`config.mk`:
```
export PLATFORM = sky130hd
export DESIGN_NAME = ttl_lcd_ctrl
export DESIGN_NICKNAME = d
export VERILOG_FILES = /design/src/rtl/core/ttl_lcd_pkg.sv /design/src/rtl/core/ttl_lcd_ctrl.sv
export SDC_FILE = /design/constraint.sdc
export NUM_CORES = 1
export LEC_CHECK = 0
export ABC_AREA = 1
export BUFFER_PORTS_ARGS = -buffer_cell sky130_fd_sc_hd__buf_2
export CAP_MARGIN = 20
export CORE_AREA = 4 4 41 43
export CTS_BUF_LIST = sky130_fd_sc_hd__clkbuf_16
export DETAILED_ROUTE_END_ITERATION = 10
export DIE_AREA = 0 0 45 47
export HOLD_SLACK_MARGIN = 0.12
export PLACE_DENSITY = 0.4
export REMOVE_ABC_BUFFERS = 1
export SYNTH_ARGS = -nofsm -noshare
export SYNTH_HDL_FRONTEND = slang
export SYNTH_SLANG_ARGS = --single-unit
export TNS_END_PERCENT = 1
```
`constraint.sdc`:
```
create_clock -name clock -period 1.6 [get_ports clock]
set_clock_uncertainty 0.05 [all_clocks]
set_input_delay 0.24 -clock clock [delete_from_list [all_inputs] [get_ports clock]]
set_output_delay 0.24 -clock clock [all_outputs]
set_load 0.005 [all_outputs]
```
`src/rtl/core/ttl_lcd_pkg.sv`:
```
// ttl_lcd_pkg: widths, codes, request/response and control types for the cache directory
// used by every file of the block; no dependencies

package ttl_lcd_pkg;

   localparam int ENTRIES_DEF    = 256;
   localparam int VALUE_MAX_DEF  = 4096;
   localparam int PARTITIONS_DEF = 6;

   localparam int MASK_W   = 6;
   localparam int KEY_W    = 64;
   localparam int TIME_W   = 48;
   localparam int TTL_W    = 32;
   localparam int LEN_W    = 13;
   localparam int SLOT_W   = 8;
   localparam int STAT_W   = 64;
   localparam int PART_W   = 3;
   localparam int NUM_CNT  = 7;
   localparam int CSR_AW   = 3;
   localparam int CSR_DW   = 32;

   typedef logic [2:0] op_type;
   localparam op_type OP_LOOKUP  = 3'd0;
   localparam op_type OP_STORE   = 3'd1;
   localparam op_type OP_CLEAR   = 3'd2;
   localparam op_type OP_STAT    = 3'd3;
   localparam op_type OP_REFRESH = 3'd4;

   typedef logic [3:0] status_type;
   localparam status_type ST_HIT      = 4'd0;
   localparam status_type ST_MISS     = 4'd1;
   localparam status_type ST_EXPIRED  = 4'd2;
   localparam status_type ST_SMALL    = 4'd3;
   localparam status_type ST_UPDATED  = 4'd4;
   localparam status_type ST_NEW      = 4'd5;
   localparam status_type ST_EVICTED  = 4'd6;
   localparam status_type ST_REJECTED = 4'd7;
   localparam status_type ST_CLEARED  = 4'd8;
   localparam status_type ST_STAT     = 4'd9;
   localparam status_type ST_REFRESH  = 4'd10;

   typedef logic [2:0] sel_type;
   localparam sel_type CNT_HITS          = 3'd0;
   localparam sel_type CNT_MISSES        = 3'd1;
   localparam sel_type CNT_STORES        = 3'd2;
   localparam sel_type CNT_EXPIRATIONS   = 3'd3;
   localparam sel_type CNT_EVICTIONS     = 3'd4;
   localparam sel_type CNT_INVALIDATIONS = 3'd5;
   localparam sel_type CNT_REFRESHES     = 3'd6;
   localparam sel_type SEL_LIVE          = 3'd7;

   localparam logic CSR_IDX_ENABLE = 1'b0;
   localparam logic CSR_IDX_MASK   = 1'b1;

   typedef struct packed {
      op_type              opcode;
      logic [PART_W-1:0]   partition;
      logic                clear_all;
      logic [KEY_W-1:0]    key_tag;
      logic [TIME_W-1:0]   now_ms;
      logic [TTL_W-1:0]    ttl_ms;
      logic [LEN_W-1:0]    byte_length;
      sel_type             stat_select;
      logic                reset_after_read;
   } req_type;

   typedef struct packed {
      status_type          status;
      logic [SLOT_W-1:0]   slot;
      logic [LEN_W-1:0]    stored_length;
      logic [STAT_W-1:0]   stat_value;
   } rsp_type;

   typedef struct packed {
      logic [PART_W-1:0]   part;
      logic [KEY_W-1:0]    key;
      logic [LEN_W-1:0]    len;
      logic [TIME_W-1:0]   expiry;
      logic [STAT_W-1:0]   stamp;
   } row_type;

   typedef struct packed {
      logic load;
      logic scan;
      logic commit;
   } ctl_cmd_type;

   typedef struct packed {
      logic needs_scan;
      logic scan_last;
      logic out_free;
   } dp_status_type;

endpackage

```
`src/rtl/core/ttl_lcd_ctrl.sv`:
```
// ttl_lcd_ctrl: sequencer for one request: accept, scan of the entry store where needed, drain, commit
// depends on ttl_lcd_pkg

module ttl_lcd_ctrl (
   input  logic                        clock,
   input  logic                        reset,
   input  logic                        req_valid,
   output logic                        req_ready,
   input  ttl_lcd_pkg::dp_status_type  dp_stat,
   output ttl_lcd_pkg::ctl_cmd_type    cmd
);
   import ttl_lcd_pkg::*;

   typedef enum logic [1:0] {S_IDLE, S_SCAN, S_DRAIN, S_COMMIT} state_type;

   state_type state_ff;
   state_type state_in;

   always_comb begin
      state_in   = state_ff;
      req_ready  = 1'b0;
      cmd        = '0;
      unique case (state_ff)
         S_IDLE: begin
            req_ready = 1'b1;
            if (req_valid) begin
               cmd.load = 1'b1;
               state_in = dp_stat.needs_scan ? S_SCAN : S_COMMIT;
            end
         end
         S_SCAN: begin
            cmd.scan = 1'b1;
            if (dp_stat.scan_last) state_in = S_DRAIN;
         end
         S_DRAIN: state_in = S_COMMIT;
         S_COMMIT: begin
            if (dp_stat.out_free) begin
               cmd.commit = 1'b1;
               state_in   = S_IDLE;
            end
         end
         default: state_in = S_IDLE;
      endcase
   end

   always_ff @(posedge clock) begin
      if (reset) state_ff <= S_IDLE;
      else       state_ff <= state_in;
   end

endmodule

```
==> flow_metrics.tcl <==
set metrics [dict create \
    status "finished clean" \
    average_wire_per_standard_cell_um 7.542 \
    seq_area_frac_synth_pct 19.75 \
    drt-vias-per-instance 3.525 \
    postCtsSetupBuffers 0 \
    pwr_density_cell_mw_per_mm2 2253 \
    timing.hold.worst.start "reset" \
    place_ws_ps 359.9 \
    netlist_area_um2 202.7 \
    max_fanout_on_critical_path 5 \
    worst-slew-pin-transition_ps 153.6 \
    numCtsBuffers 3 \
    largest_register_ff_count 2 \
    rsz_0062_raised_after_global_routing "false" \
    holdWs_ps 210.8 \
    antenna_cells 0 \
    filler_cell_count 158 \
    syn_area_per_cell_um2 6.334 \
    antenna_found_initial 0 \
    timing.reg2reg.setup_slack_ps 360 \
    timing.rr.start "state_ff[0]$_SDFFE_PP0P_" \
    postCtsHoldBufs 0 \
    syn_to_final_growth_pct 68.52 \
    setup_viol_count_final 0 \
    placement.io_buffers 9 \
    design.core.area_mm2 0.001301 \
    hold-path-endpoint "state_ff[1]$_SDFFE_PP0P_" \
    data_arrival_time_of_the_worst_path_ps 1120 \
    cpPeakStageDelay_ps 350 \
    min-delay-path-class "in2reg" \
    ys_ff_latch 2 \
    maximum_number_of_pins_on_one_net_before_global_route_repair 6 \
    setup_total_negative_slack_ps 0 \
    grt_pass1_vias 209 \
    finalCritPeriodShare_pct 87.96 \
    nets 56 \
    crit_chain "inv_1, ha_1, nand2_1, inv_1, buf_2" \
    timing.reg2reg.worst_path_depth 5 \
    clkSlewWorstSetupHoldPaths_ps 30 \
    routed_wl_um 445 \
    drc_violations_left 0 \
    max_clock_freq_mhz 710.6 \
    cts_max_path_buffers 2 \
    grt.overflow.total 0 \
    worst-setup-path-type "reg2out" \
    dp.final_hpwl_um 346.9 \
    place.gp.congestion 0.6466 \
    yosys-top-cells-area "ha_1 25%, dfxtp_1 20%, inv_1 17%" \
    critPathMostFrequentCell "inv_1" \
    drt_pre_antenna_iters 1 \
    proportion_of_layout_cells_with_a_drive_suffix_above_1_pct 34.09 \
    worst_hold_path.num_cells 4 \
    post-synth-top-area-cell "ha_1" \
    clock-root-buffer "clkbuf_16" \
    timing.critical_path.buf_inv 3 \
    worst_r2r_endpoint "state_ff[0]$_SDFFE_PP0P_" \
    critical_path.startpoint_type "register" \
    biggestRegsByFlops "state_ff (2)" \
    timing.critical_path.to_type "primary output" \
    power.ir.vdd_worst_v 0.0008622 \
    h-tree-depth 1 \
    tritoncts "yes" \
    io_pins 10 \
    antenna_left 0 \
    timing.final.hold_violations 0 \
    max_cap_violations 0 \
    worst_skew_pair.late_latency_ps 220 \
    clkSinkCount 2 \
    worst_path_max_delay_cell "dfxtp_1" \
    track_usage_pct 5.753 \
    number_of_distinct_library_cell_variants_in_the_gate_level_netlist_after_synthesis 9 \
    cellLeakagePower_nw 0.2144 \
    die_width_um 45 \
    num_vias 208 \
    first_pass_grt_wire_length_um 752 \
    initial_core_utilization_pct 15.58 \
    top_register "state_ff" \
    rows 13 \
    starting_drt_drc_count 0 \
    synth_largest_type_area_fraction_pct 24.69 \
    cts-resized-gates 0 \
    timing.final.ws_setup_ps 192.7 \
    critPathTopFamily "flip-flops" \
    total_of_warnings_raised_by_yosys 0 \
    timing.final.crit_period_ps 1407 \
    slew_headroom_pct 89.76 \
    worstPathRequired_ps 1310 \
    post_synthesis_instance_total 32 \
    fp.dieArea_mm2 0.002115 \
    die_height_um 47 \
    finalMaxSlewViolations 0 \
]
-- report_power, final --
group	internal, W	leakage [nW]	switching [W]
Sequential	0.0000767	0.0167	0.0000205
Clock	0.000318	0.0370	0.0000586
Combinational	0.000128	0.161	0.000167
-- cells in the final DEF, fill, tap and decap left out, drive strengths merged --
cell / instances
o21ai: 1
nand3: 1
nand2: 10
ha: 4
dfxtp: 2
inv: 9
nor2: 4
buf: 9
or2: 1
clkbuf: 3
-- how the worst max path moves through the flow --
stage                                        start                        to  slack [ps]  cells past startpoint
final                     state_ff[0]$_SDFFE_PP0P_                    cmd[2]         190                      5
after global routing      state_ff[0]$_SDFFE_PP0P_                    cmd[2]         100                      5
after CTS                 state_ff[0]$_SDFFE_PP0P_                    cmd[2]         180                      5
after detailed placement  state_ff[0]$_SDFFE_PP0P_  state_ff[0]$_SDFFE_PP0P_         360                      5
after global placement    state_ff[0]$_SDFFE_PP0P_  state_ff[0]$_SDFFE_PP0P_         350                      5
after floorplan           state_ff[0]$_SDFFE_PP0P_  state_ff[0]$_SDFFE_PP0P_         440                      5
-- cell type report --
cell class / count / area (um2) / area share [%]
clock buffers: 3 / 75.07 / 21.98
multi-input cells: 21 / 128.9 / 37.73
flip-flops and latches: 2 / 40.04 / 11.72
repair buffers: 9 / 45.04 / 13.19
inverters: 9 / 33.78 / 9.890
well taps: 15 / 18.77 / 5.494
-- tightest hold or removal path, delay by kind of cell --
family,cells,cell delay [ps]
buffers and inverters,2,110
and+or+nand+nor,2,80
-- through the flow --
step                      util [%]  cell area, um2   power, W  std cells
after floorplan                  -           202.7  0.0003081         32
after global placement       20.48           266.5  0.0003998         56
after detailed placement     20.48           266.5  0.0004002         56
after CTS                    26.25           341.6  0.0007869         59
after global routing         26.25           341.6  0.0008375         59
final                        26.25           341.6  0.0007695         59
-- cells in the mapped netlist, drive strengths merged --
library cell / number
dfxtp: 2
ha: 4
inv: 9
nor2: 4
or2: 1
nand2: 10
nand3: 1
o21ai: 1
-- cell families (layout without fill, tap and decap cells) --
family / Yosys count / in the layout / synth area share, %
and+or+nand+nor: 16 / 16 / 36.42
buffers and inverters: 9 / 21 / 16.67
adders and majority gates: 4 / 4 / 24.69
DFF: 2 / 2 / 19.75
AOI/OAI and AO/OA: 1 / 1 / 2.467
-- per-layer routing --
layer	wire [um]	up-vias	global-route usage, %	part of all wire (%)
li1	-	115	-	-
met2	214	7	7.627	48
met1	158	83	4.740	36
met4	25	0	8.772	5.6
met5	0	-	0	0
met3	46	3	3.831	10
No activity file was read; power rests on OpenSTA's default activity.
